**config.mk**
```make
export PLATFORM = sky130hd
export DESIGN_NAME = lru_sector_tag_cache
export DESIGN_NICKNAME = d
export VERILOG_FILES = /design/src/rtl/lsc_pkg.sv /design/src/rtl/lru_sector_tag_cache.sv /design/src/rtl/lsc_tag_ram.sv /design/src/rtl/lsc_line_unit.sv
export SDC_FILE = /design/constraint.sdc
export NUM_CORES = 2
export LEC_CHECK = 0
export BUFFER_PORTS_ARGS = -buffer_cell sky130_fd_sc_hd__buf_2
export CORE_MARGIN = 1.5
export CORE_UTILIZATION = 45
export CTS_CLUSTER_SIZE = 40
export DETAILED_ROUTE_END_ITERATION = 10
export PLACE_DENSITY_LB_ADDON = 0.1
export SLEW_MARGIN = 20
export SYNTH_ARGS = -nofsm -noshare
export SYNTH_HDL_FRONTEND = slang
export SYNTH_SLANG_ARGS = --single-unit
```
**constraint.sdc**
```tcl
create_clock -name clk_i -period 10.7 [get_ports clk_i]
set_input_delay 1.07 -clock clk_i [delete_from_list [all_inputs] [get_ports clk_i]]
set_output_delay 1.07 -clock clk_i [all_outputs]
set_load 0.1 [all_outputs]
```
**src/rtl/lsc_pkg.sv**
```systemverilog
// Shared types and constants for the LRU sector tag cache.
// Used by lsc_line_unit and lru_sector_tag_cache; depends on nothing.
package lsc_pkg;

  // Width of the capacity register and of one key half (track or sector).
  localparam int unsigned CapW = 7;
  localparam int unsigned KeyW = 16;

  // Capacity after reset, and the default number of lines.
  localparam logic [CapW-1:0] CapResetVal = 7'd64;
  localparam int unsigned     LinesDefault = 64;

  // Sequencer states.
  typedef enum logic [1:0] {
    StIdle,
    StScan,
    StUpdate,
    StFinal
  } lsc_state_e;

  // Status flags from the shared line unit.
  typedef struct packed {
    logic match;  // stored key equals the request key
    logic older;  // stored age is above the oldest age seen so far
  } lsc_unit_t;

endpackage

```
**src/rtl/lru_sector_tag_cache.sv**
```systemverilog
// Top level of the LRU sector tag cache: sequencer, counters and result registers.
// Depends on lsc_pkg, lsc_tag_ram and lsc_line_unit.
//
// Usage: a request (req_type_i, track_i, sector_i) is taken at a rising edge with
// start high and busy low. A get looks the key up; a put inserts or refreshes it.
// The answer appears on hit_o, line_valid_o, line_index_o and evicted_o for
// exactly one cycle, marked by done_o; the receiver cannot stall it, and the
// next request may be started while that answer is shown.
// The capacity register is written through cfg_valid_i/cfg_data_i, always ready;
// write it only while the block is idle.
// Operation: lines fill from index 0 upward and are never freed, so the used count
// marks the valid lines. Each request scans all used lines through the table's
// single read port, then, unless it is a plain miss, makes a second pass that
// rewrites every used line's age through the write port. A get miss, or a new key
// at capacity zero, is answered after the scan pass alone.
// Reset empties the cache and sets the capacity to 64.
module lru_sector_tag_cache #(
  parameter int unsigned LINES = lsc_pkg::LinesDefault,
  localparam int unsigned IdxW = (LINES > 1) ? $clog2(LINES) : 1
) (
  input  logic                     clk_i,
  input  logic                     rst_ni,
  input  logic                     start,
  output logic                     busy,
  input  logic                     req_type_i,
  input  logic [lsc_pkg::KeyW-1:0] track_i,
  input  logic [lsc_pkg::KeyW-1:0] sector_i,
  input  logic                     cfg_valid_i,
  output logic                     cfg_ready_o,
  input  logic [lsc_pkg::CapW-1:0] cfg_data_i,
  output logic                     done_o,
  output logic                     hit_o,
  output logic                     line_valid_o,
  output logic [IdxW-1:0]          line_index_o,
  output logic                     evicted_o
);

  localparam int unsigned UsedW = $clog2(LINES + 1);
  localparam int unsigned CmpW  = (UsedW > lsc_pkg::CapW) ? UsedW : lsc_pkg::CapW;
  localparam int unsigned DataW = 2 * lsc_pkg::KeyW + IdxW;

  lsc_pkg::lsc_state_e state_q, state_d;

  logic [lsc_pkg::CapW-1:0] cap_q;
  logic [UsedW-1:0]         used_q, used_d;
  logic [UsedW-1:0]         cnt_q, cnt_d;
  logic                     rd_pend_q, rd_pend_d;
  logic [IdxW-1:0]          rd_idx_q, rd_idx_d;
  logic                     put_q, put_d;
  logic [lsc_pkg::KeyW-1:0] trk_q, trk_d;
  logic [lsc_pkg::KeyW-1:0] sct_q, sct_d;
  logic                     found_q, found_d;
  logic [IdxW-1:0]          found_idx_q, found_idx_d;
  logic [IdxW-1:0]          found_age_q, found_age_d;
  logic                     old_any_q, old_any_d;
  logic [IdxW-1:0]          old_idx_q, old_idx_d;
  logic [IdxW-1:0]          old_age_q, old_age_d;
  logic [IdxW-1:0]          tgt_q, tgt_d;
  logic                     limit_all_q, limit_all_d;
  logic                     wr_tag_q, wr_tag_d;
  logic                     fill_q, fill_d;
  logic                     done_q, done_d;
  logic                     hit_q, hit_d;
  logic                     lv_q, lv_d;
  logic [IdxW-1:0]          idx_q, idx_d;
  logic                     ev_q, ev_d;

  logic                     rd_en;
  logic                     pass_done;
  logic [CmpW-1:0]          cap_eff;
  logic                     ram_we;
  logic [IdxW-1:0]          ram_waddr;
  logic [DataW-1:0]         ram_wdata;
  logic [DataW-1:0]         ram_rdata;
  logic [lsc_pkg::KeyW-1:0] rd_track;
  logic [lsc_pkg::KeyW-1:0] rd_sector;
  logic [IdxW-1:0]          rd_age;
  lsc_pkg::lsc_unit_t       unit_status;
  logic [IdxW-1:0]          unit_age_next;

  // Line table.
  lsc_tag_ram #(
    .Depth (LINES),
    .AddrW (IdxW),
    .DataW (DataW)
  ) u_tag_ram (
    .clk_i   (clk_i),
    .we_i    (ram_we),
    .waddr_i (ram_waddr),
    .wdata_i (ram_wdata),
    .raddr_i (cnt_q[IdxW-1:0]),
    .rdata_o (ram_rdata)
  );

  assign rd_track  = ram_rdata[DataW-1 -: lsc_pkg::KeyW];
  assign rd_sector = ram_rdata[IdxW +: lsc_pkg::KeyW];
  assign rd_age    = ram_rdata[IdxW-1:0];

  // Shared compare and age unit, used by both passes.
  lsc_line_unit #(
    .AgeW (IdxW)
  ) u_line_unit (
    .line_track_i  (rd_track),
    .line_sector_i (rd_sector),
    .line_age_i    (rd_age),
    .req_track_i   (trk_q),
    .req_sector_i  (sct_q),
    .best_age_i    (old_age_q),
    .limit_i       (found_age_q),
    .limit_all_i   (limit_all_q),
    .status_o      (unit_status),
    .age_next_o    (unit_age_next)
  );

  // Effective capacity, saturated to the number of lines.
  assign cap_eff = (CmpW'(cap_q) > CmpW'(LINES)) ? CmpW'(LINES) : CmpW'(cap_q);

  // A pass ends once every used line has been read and its data handled.
  assign rd_en     = ((state_q == lsc_pkg::StScan) || (state_q == lsc_pkg::StUpdate)) &&
                     (cnt_q < used_q);
  assign pass_done = (cnt_q == used_q) && !rd_pend_q;

  // Configuration register.
  assign cfg_ready_o = 1'b1;

  always_ff @(posedge clk_i or negedge rst_ni) begin
    if (!rst_ni) begin
      cap_q <= lsc_pkg::CapResetVal;
    end else if (cfg_valid_i && cfg_ready_o) begin
      cap_q <= cfg_data_i;
    end
  end

  // Sequencer: next state, counters, table writes and results.
  always_comb begin
    state_d     = state_q;
    used_d      = used_q;
    cnt_d       = cnt_q;
    rd_pend_d   = rd_en;
    rd_idx_d    = cnt_q[IdxW-1:0];
    put_d       = put_q;
    trk_d       = trk_q;
    sct_d       = sct_q;
    found_d     = found_q;
    found_idx_d = found_idx_q;
    found_age_d = found_age_q;
    old_any_d   = old_any_q;
    old_idx_d   = old_idx_q;
    old_age_d   = old_age_q;
    tgt_d       = tgt_q;
    limit_all_d = limit_all_q;
    wr_tag_d    = wr_tag_q;
    fill_d      = fill_q;
    done_d      = 1'b0;
    hit_d       = hit_q;
    lv_d        = lv_q;
    idx_d       = idx_q;
    ev_d        = ev_q;
    ram_we      = 1'b0;
    ram_waddr   = rd_idx_q;
    ram_wdata   = ram_rdata;

    if (rd_en) begin
      cnt_d = cnt_q + UsedW'(1);
    end

    case (state_q)
      lsc_pkg::StIdle: begin
        if (start) begin
          put_d     = req_type_i;
          trk_d     = track_i;
          sct_d     = sector_i;
          cnt_d     = '0;
          found_d   = 1'b0;
          old_any_d = 1'b0;
          state_d   = lsc_pkg::StScan;
        end
      end

      lsc_pkg::StScan: begin
        // Record the first matching line and the oldest line.
        if (rd_pend_q) begin
          if (unit_status.match && !found_q) begin
            found_d     = 1'b1;
            found_idx_d = rd_idx_q;
            found_age_d = rd_age;
          end
          if (!old_any_q || unit_status.older) begin
            old_any_d = 1'b1;
            old_idx_d = rd_idx_q;
            old_age_d = rd_age;
          end
        end
        if (pass_done) begin
          cnt_d       = '0;
          hit_d       = 1'b0;
          lv_d        = 1'b0;
          idx_d       = '0;
          ev_d        = 1'b0;
          wr_tag_d    = 1'b0;
          fill_d      = 1'b0;
          limit_all_d = 1'b1;
          if (found_q) begin
            // Hit: only lines younger than the hit line age.
            tgt_d       = found_idx_q;
            limit_all_d = 1'b0;
            hit_d       = 1'b1;
            lv_d        = 1'b1;
            idx_d       = found_idx_q;
            state_d     = lsc_pkg::StUpdate;
          end else if (put_q && (cap_eff != '0)) begin
            wr_tag_d = 1'b1;
            lv_d     = 1'b1;
            if (CmpW'(used_q) < cap_eff) begin
              // Take the lowest free line, which is the next unused one.
              tgt_d  = used_q[IdxW-1:0];
              idx_d  = used_q[IdxW-1:0];
              fill_d = 1'b1;
            end else begin
              // Reuse the least recent line.
              tgt_d = old_idx_q;
              idx_d = old_idx_q;
              ev_d  = 1'b1;
            end
            state_d = lsc_pkg::StUpdate;
          end else begin
            // Miss with nothing stored: answer at once.
            done_d  = 1'b1;
            state_d = lsc_pkg::StIdle;
          end
        end
      end

      lsc_pkg::StUpdate: begin
        // Rewrite each used line's age; the target line becomes most recent.
        if (rd_pend_q) begin
          ram_we = 1'b1;
          if (rd_idx_q == tgt_q) begin
            ram_wdata = {rd_track, rd_sector, {IdxW{1'b0}}};
          end else begin
            ram_wdata = {rd_track, rd_sector, unit_age_next};
          end
        end
        if (pass_done) begin
          state_d = lsc_pkg::StFinal;
        end
      end

      lsc_pkg::StFinal: begin
        // Store the new key at the target line for an insertion, and report.
        ram_we    = wr_tag_q;
        ram_waddr = tgt_q;
        ram_wdata = {trk_q, sct_q, {IdxW{1'b0}}};
        if (fill_q) begin
          used_d = used_q + UsedW'(1);
        end
        done_d  = 1'b1;
        state_d = lsc_pkg::StIdle;
      end

      default: begin
        state_d = lsc_pkg::StIdle;
      end
    endcase
  end

  // Control registers.
  always_ff @(posedge clk_i or negedge rst_ni) begin
    if (!rst_ni) begin
      state_q   <= lsc_pkg::StIdle;
      used_q    <= '0;
      cnt_q     <= '0;
      rd_pend_q <= 1'b0;
      done_q    <= 1'b0;
    end else begin
      state_q   <= state_d;
      used_q    <= used_d;
      cnt_q     <= cnt_d;
      rd_pend_q <= rd_pend_d;
      done_q    <= done_d;
    end
  end

  // Request, search and result registers.
  always_ff @(posedge clk_i) begin
    rd_idx_q    <= rd_idx_d;
    put_q       <= put_d;
    trk_q       <= trk_d;
    sct_q       <= sct_d;
    found_q     <= found_d;
    found_idx_q <= found_idx_d;
    found_age_q <= found_age_d;
    old_any_q   <= old_any_d;
    old_idx_q   <= old_idx_d;
    old_age_q   <= old_age_d;
    tgt_q       <= tgt_d;
    limit_all_q <= limit_all_d;
    wr_tag_q    <= wr_tag_d;
    fill_q      <= fill_d;
    hit_q       <= hit_d;
    lv_q        <= lv_d;
    idx_q       <= idx_d;
    ev_q        <= ev_d;
  end

  assign busy         = (state_q != lsc_pkg::StIdle);
  assign done_o       = done_q;
  assign hit_o        = hit_q;
  assign line_valid_o = lv_q;
  assign line_index_o = idx_q;
  assign evicted_o    = ev_q;

  // The result is shown only after the sequencer has returned to idle.
  assert property (@(posedge clk_i) disable iff (!rst_ni) done_o |-> !busy)
    else $error("result shown while busy");

  // A result without a valid line reports index zero and no hit or eviction.
  assert property (@(posedge clk_i) disable iff (!rst_ni)
    (done_o && !line_valid_o) |-> (line_index_o == '0) && !hit_o && !evicted_o)
    else $error("invalid result carries line data");

  // A hit always names a line and never evicts.
  assert property (@(posedge clk_i) disable iff (!rst_ni)
    (done_o && hit_o) |-> line_valid_o && !evicted_o)
    else $error("hit result inconsistent");

  // The used count never exceeds the number of lines.
  assert property (@(posedge clk_i) disable iff (!rst_ni) used_q <= UsedW'(LINES))
    else $error("used count beyond line count");

  // The used count grows only together with a fresh insertion.
  assert property (@(posedge clk_i) disable iff (!rst_ni)
    (used_q != $past(used_q)) |-> $past(state_q == lsc_pkg::StFinal) && $past(fill_q))
    else $error("used count changed outside an insertion");

endmodule

```
**src/rtl/lsc_tag_ram.sv**
```systemverilog
// Line table memory: one write port and one read port with registered data.
// Holds track, sector and recency age for each line; no dependencies.
module lsc_tag_ram #(
  parameter int unsigned Depth = 64,
  parameter int unsigned AddrW = 6,
  parameter int unsigned DataW = 38
) (
  input  logic             clk_i,
  input  logic             we_i,
  input  logic [AddrW-1:0] waddr_i,
  input  logic [DataW-1:0] wdata_i,
  input  logic [AddrW-1:0] raddr_i,
  output logic [DataW-1:0] rdata_o
);

  logic [DataW-1:0] mem [Depth];

  // Write port.
  always_ff @(posedge clk_i) begin
    if (we_i) begin
      mem[waddr_i] <= wdata_i;
    end
  end

  // Read port with the output registered.
  always_ff @(posedge clk_i) begin
    rdata_o <= mem[raddr_i];
  end

endmodule

```
**src/rtl/lsc_line_unit.sv**
```systemverilog
// Shared per-line unit: key compare, age compare and age increment.
// Depends on lsc_pkg for the key width and the status struct.
module lsc_line_unit #(
  parameter int unsigned AgeW = 6
) (
  input  logic [lsc_pkg::KeyW-1:0] line_track_i,
  input  logic [lsc_pkg::KeyW-1:0] line_sector_i,
  input  logic [AgeW-1:0]          line_age_i,
  input  logic [lsc_pkg::KeyW-1:0] req_track_i,
  input  logic [lsc_pkg::KeyW-1:0] req_sector_i,
  input  logic [AgeW-1:0]          best_age_i,
  input  logic [AgeW-1:0]          limit_i,
  input  logic                     limit_all_i,
  output lsc_pkg::lsc_unit_t       status_o,
  output logic [AgeW-1:0]          age_next_o
);

  // Key match and the oldest-line compare used during the scan pass.
  always_comb begin
    status_o.match = (line_track_i == req_track_i) && (line_sector_i == req_sector_i);
    status_o.older = (line_age_i > best_age_i);
  end

  // A line younger than the limit, or every line when limit_all_i is set, ages by one during the update pass.
  assign age_next_o = (limit_all_i || (line_age_i < limit_i)) ? line_age_i + AgeW'(1)
                                                               : line_age_i;

endmodule
```
# Yosys cells after proc, flatten, opt, wreduce, memory -nomap -nowiden

Memories as Yosys holds them, arrays and structs flattened. A register that Yosys moved wholly into a read port is not among the register bits.
Index checks and enable logic that the tools add are counted.

Logic and storage cells: 114
RAM bits: 2,432
Output and inout port bits: 12
Flip-flop bits (word level): 108
Memories kept: 1

Reduce and logical (&&, ||, !) cells: 26
Bitwise operators: 1
Mux-type cells: 41
Eq/ne operators: 13
$lt $le $gt $ge: 5
$add $sub $neg: 3

Memory list:

| memory        | words | width | rd ports | clocked after Yosys merged registers in | wr ports | line              | text |
|---|---|---|---|---|---|---|---|
| u_tag_ram.mem | 64    | 38    | 1        | 1                                       | 1        | lsc_tag_ram.sv:16 | `logic [DataW-1:0] mem [Depth];` |

Operators by type and width:

| operator                                     | count |
|---|---|
| case mux 38 bit (2 select lines)             | 1 |
| two-way mux 6 bit                            | 9 |
| == test 16 bit                               | 2 |
| two-way mux 7 bit                            | 4 |
| two-way mux 1 bit                            | 16 |
| adder 7 x 1 -> 7 bit, second input constant  | 2 |
| less-than comparator 7 bit                   | 2 |
| case mux 7 bit (2 select lines)              | 1 |
| AND reduction 3 bit                          | 4 |
| two-way mux 2 bit                            | 5 |
| inequality test 2 bit, second input constant | 4 |
| case mux 1 bit (2 select lines)              | 4 |
| case mux 2 bit (4 select lines)              | 1 |
| AND reduction 4 bit                          | 2 |
| == test 7 bit                                | 1 |
| > comparator 7 bit, second input constant    | 1 |
| nonzero test 7 bit                           | 1 |
| adder 6 x 1 -> 6 bit, second input constant  | 1 |
| == test 6 bit                                | 1 |
| > comparator 6 bit                           | 1 |
| less-than comparator 6 bit                   | 1 |
| AND reduction 2 bit                          | 3 |
| nonzero test 2 bit                           | 3 |
| logical AND 1 bit                            | 5 |
| other kinds (8)                              | 14 |

# Longest topological paths before layout

Word-level depth: 8
Depth in mapped cells: 14

# By module

From an unflattened synthesis, not the netlist that was laid out.

Cells, all modules: 4,606
Area total of the unflattened synthesis: 98,938.6 um2

Modules (own cells, without submodules):

| module               | times used | area each (um2) | cells each |
|---|---|---|---|
| lsc_tag_ram          | 1          | 93,455.9        | 4,157 |
| lru_sector_tag_cache | 1          | 4,757.1         | 353 |
| lsc_line_unit        | 1          | 725.7           | 96 |

# Least setup slack after synthesis

No wires, ideal clock.

Path kind: reg2reg
Start: register u_tag_ram.rdata_o[2] (read register of u_tag_ram.mem)
End: memory u_tag_ram.mem[0][2] (data pin)
Setup time: 0.548 ns
Buffers on the path: 0
Data required time: 10.152 ns
Data arrival time: 3.244 ns
Cell stages (with the launch flop): 7
Path slack: 6.908 ns
Path through: dfxtp_1 -> ha_1 -> o21ai_0 -> a21oi_1 -> o41ai_1 -> a31oi_1 -> a21oi_1

Word-level cells in the longest chain between the ends: 6
Elaborated cells between the ends (all ways): 7
Those cells by class: 1 x add/sub; 1 x order compare; 4 x mux; 1 x reduce/logical

RTL lines:

| element                              | line                        | text |
|---|---|---|
| from (decl)                          | lsc_tag_ram.sv:13           | `output logic [DataW-1:0] rdata_o` |
| less-than comparator 6 bit           | lsc_line_unit.sv:25         | `assign age_next_o = (limit_all_i \|\| (line_age_i < limit_i)) ? line_age_i + AgeW'(1)` |
| logical OR 1 bit                     | lsc_line_unit.sv:25         |  |
| two-way mux 6 bit                    | lsc_line_unit.sv:25         |  |
| two-way mux 6 bit                    | lru_sector_tag_cache.sv:238 | `if (rd_idx_q == tgt_q) begin` |
| two-way mux 6 bit                    | lru_sector_tag_cache.sv:236 | `if (rd_pend_q) begin` |
| case mux 38 bit (2 select lines) (*) | lru_sector_tag_cache.sv:167 | `case (state_q)` |
| via ram_wdata[2]                     | lru_sector_tag_cache.sv:73  | `logic [DataW-1:0] ram_wdata;` |
| to (decl)                            | lsc_tag_ram.sv:16           |  |

The timed path passes the listed nets; every way through them passes the cells marked *.

# Worst setup path in the final report

Start: register state_q[0]
End: memory u_tag_ram.mem[6][14] (enable)

Word-level cells in the longest chain between the ends: 4
Elaborated cells between the ends (all ways): 6
Those cells by class: 2 x eq/ne; 4 x mux

RTL lines:

| element                                 | line                        | text |
|---|---|---|
| from (decl)                             | lru_sector_tag_cache.sv:42  | `lsc_pkg::lsc_state_e state_q, state_d;` |
| from (signal assigned)                  | lru_sector_tag_cache.sv:270 | `state_q <= lsc_pkg::StIdle;` |
| from (signal assigned)                  | lru_sector_tag_cache.sv:276 | `state_q <= state_d;` |
| == test 2 bit                           | lru_sector_tag_cache.sv:167 |  |
| case mux 1 bit (2 select lines)         | lru_sector_tag_cache.sv:167 |  |
| two-way mux 1 bit                       | lsc_tag_ram.sv:20           | `if (we_i) begin` |
| two-way mux 1 bit (implied by the code) | lsc_tag_ram.sv:21           | `mem[waddr_i] <= wdata_i;` |

Parallel ways exist; a longest one is shown, timed or not.

==> flow_summary.toml <==
[clocking]
holdBufCountCts = 0
cts-buffers-inserted = 286
cts_resized = 0
cts_num_sinks = 2578
root_buffer = "clkbuf_16"
tritoncts = "yes"
cts_setup_buffers = 0
clk_latency_ns = 0.93
cts.path.max_buffers = 4
cts_max_level = 5
clk_pin_slew_ns = 0.06

[min_path]
hp-class = "in2async"

[logic_synthesis]
yosys.cell_types.count = 68
synthesis.area_um2 = 98620
synthesis.nets = 4572
avgSynthCellArea_um2 = 21.93
ys_seq_area_frac = 0.7792
yosysMostFrequentCell = "edfxtp_1"
synth_area_leaders = "edfxtp_1 76%, mux4_2 13%, mux2i_1 0.97%, a22oi_1 0.91%, dfxtp_1 0.89%"
ys_warn_count = 0
ys.flop_type = "edfxtp_1"
synth_common_cells = "2,509 x edfxtp_1, 582 x mux4_2, 126 x nor2_1"
synth_seq_cells = 2578
async_reset_ff_frac = 0.009697
synthCells = 4497
synth_edf_count = 2509
synth_top_area_share = 0.7639
yosys.area.top_type = "edfxtp_1"

[critical_path]
crit_slowest_cell = "nor2_4"
cp_cell_sequence = "ha_2 > buf_4 > mux2i_1 > o21ai_0 > nand2_1 > nor2_4 > buf_4"
worst_ep_arrival_time_ns = 5.30
crit_buf_inv = 2
cp.required_ns = 11.22
cp-startpoint = "state_q[0]$_DFFE_PN0P_"
path_class = "reg2reg"
cp_top_family = "simple AND/OR/NAND/NOR gates"
path_max_fanout = 60
crit_top_cell = "buf_4"
critPathLaunchType = "flip-flop"
cp-end-kind = "flip-flop"
slowest_delay_ns = 0.94
rr_startpoint = "state_q[0]$_DFFE_PN0P_"

[timing]
tightest_slew_ns = 1.152
slew_headroom = 0.2218
fmax_ghz = 0.2090
fin_crit_ns = 4.784
final.setup.tns_ns = 0
whs_ns = 0.1742
fin_skew_ns = 0.05532
rsz0062_at_grt = "false"
finalCritPeriodShare = 0.4471
finalSetupViolCount = 0
final_hold_viol_count = 0
final_max_slew_viol_count = 0

[placement]
hpwl_um = 155300
dp_cells = 7312
port_buffers = 54
globalplace.congestion = 0.8171

[drt]
ant_nets = 0
drc = 0
drt-total-wl_um = 283100
wl_per_cell_um = 36.25
first_pass_iters = 5
viasPerCell = 6.260
drt_iter0_markers = 6310
dr_total_vias = 48880

[power_and_ir_drop]
cellLeakagePower_nw = 27.03
ir_drop_mv = 0.1131
cellPowerDensity_nw_per_um2 = 181.1

[outcome]
status = "finished clean"

[cells_and_area]
area_growth_pct = 13.37
layout.cells.non_filler = 7809
drive_gt1_frac = 0.2627
fin_nets = 4821
fillers = 17060

[floorplan]
core_area_um2 = 217400
io_pins = 56
dieArea_um2 = 222000
initial_core_util = 0.4537
num_rows = 171
die_w_um = 471.2
die_h_um = 471.2

[global_routing]
grt-ovfl-total = 0
grt_max_degree = 133
grt_pass1_vias = 48430
grtUsageTotal = 0.2544
grt_antenna_before_repair = 19
grt_pass1_wl_um = 391700

[flow_run]
cap_violations = 0
[flip-flops by register name (all words and copies together) (netlist names), 7 cells and up, named ones only]
signal / cells
cnt_q: 7
u_tag_ram.mem: 2432
cap_q: 7
u_tag_ram.rdata_o: 38
sct_q: 16
used_q: 7
trk_q: 16
[layout make-up]
class	count	area, µm²	area share
multi-input cells	1650	21050	0.1883
diodes	7	17.52	0.0001567
well taps	2854	3571	0.03194
flip-flops and latches	2578	76870	0.6875
clock inverters	121	1018	0.009109
clock buffers	369	7676	0.06866
inverters	30	112.6	0.001007
repair buffers	200	1491	0.01334
[metal layers]
metal | up-vias | global-route usage | share of wire
li1 | 19590 | - | -
met1 | 26770 | 0.3872 | 0.44
met2 | 2192 | 0.3786 | 0.46
met3 | 323 | 0.04883 | 0.085
met4 | 6 | 0.06511 | 0.023
met5 | - | 0 | 0.00013
[kinds of logic after synthesis]
| group | share of synthesized area |
|---|---|
| adders and majority gates | 0.003933 |
| DFF | 0.7792 |
| other | 0.00003802 |
| AOI/OAI and AO/OA | 0.03498 |
| buffers and inverters | 0.01454 |
| muxes | 0.1439 |
| and+or+nand+nor | 0.01894 |
| xor gates and xnor gates | 0.004440 |
[power breakdown]
part | internal (mW) | switching, mW
sequential | 10.9 | 0.00265
clock | 5.45 | 3.85
combinational | 0.0123 | 0.0187
total | 16.4 | 3.87
[per-stage QoR]
stage | util | cell area (µm²) | power (mW) | worst slack [ns]
2_1_floorplan | - | 98620 | 11.14 | 6.908
3_3_place_gp | 0.4736 | 102900 | 11.15 | 5.459
3_5_place_dp | 0.4739 | 103000 | 11.16 | 6.032
4_1_cts | 0.5139 | 111700 | 20.40 | 5.968
5_1_grt | 0.5143 | 111800 | 20.78 | 5.761
6_report | 0.5143 | 111800 | 20.24 | 5.916
[final timing paths]
| check | end | slack [ns] | depth (start not counted) |
|---|---|---|---|
| worst max-delay path | u_tag_ram.mem[6][14]$_DFFE_PP_ | 5.92 | 7 |
| worst min-delay path | done_o$_DFF_PN0_ | 0.17 | 1 |
| worst max register to register | u_tag_ram.mem[6][14]$_DFFE_PP_ | 5.92 | 7 |
| worst min register to register | rd_idx_q[4]$_DFF_P_ | 0.53 | 0 |
| max in group asynchronous | cnt_q[0]$_DFF_PN0_ | 10.03 | 1 |
| min in group clk_i | put_q$_DFFE_PP_ | 0.32 | 1 |
[placed cells by master (no fill, tap or decap), drive strengths merged, types with 4 or more instances in the layout]
cell type / instances
o211ai: 5
a21oi: 63
diode: 7
a31oi: 15
dfrtp: 24
and3: 5
mux2i: 96
o221ai: 9
mux4: 582
o32ai: 6
dfxtp: 44
inv: 31
nand2b: 20
mux2: 11
or4: 12
o21ai: 51
buf: 200
a22oi: 120
nor2b: 30
nand4: 12
o22ai: 85
nand3: 19
a211oi: 14
nor4: 8
clkbuf: 369
or2: 5
a22o: 65
xor2: 31
bufinv: 17
a221oi: 24
clkinvlp: 4
nand2: 85
clkinv: 99
ha: 31
nor2: 126
edfxtp: 2509
xnor2: 19
nor3: 39
or3: 9
and2: 10
No activity file was read; power rests on OpenSTA's default activity.
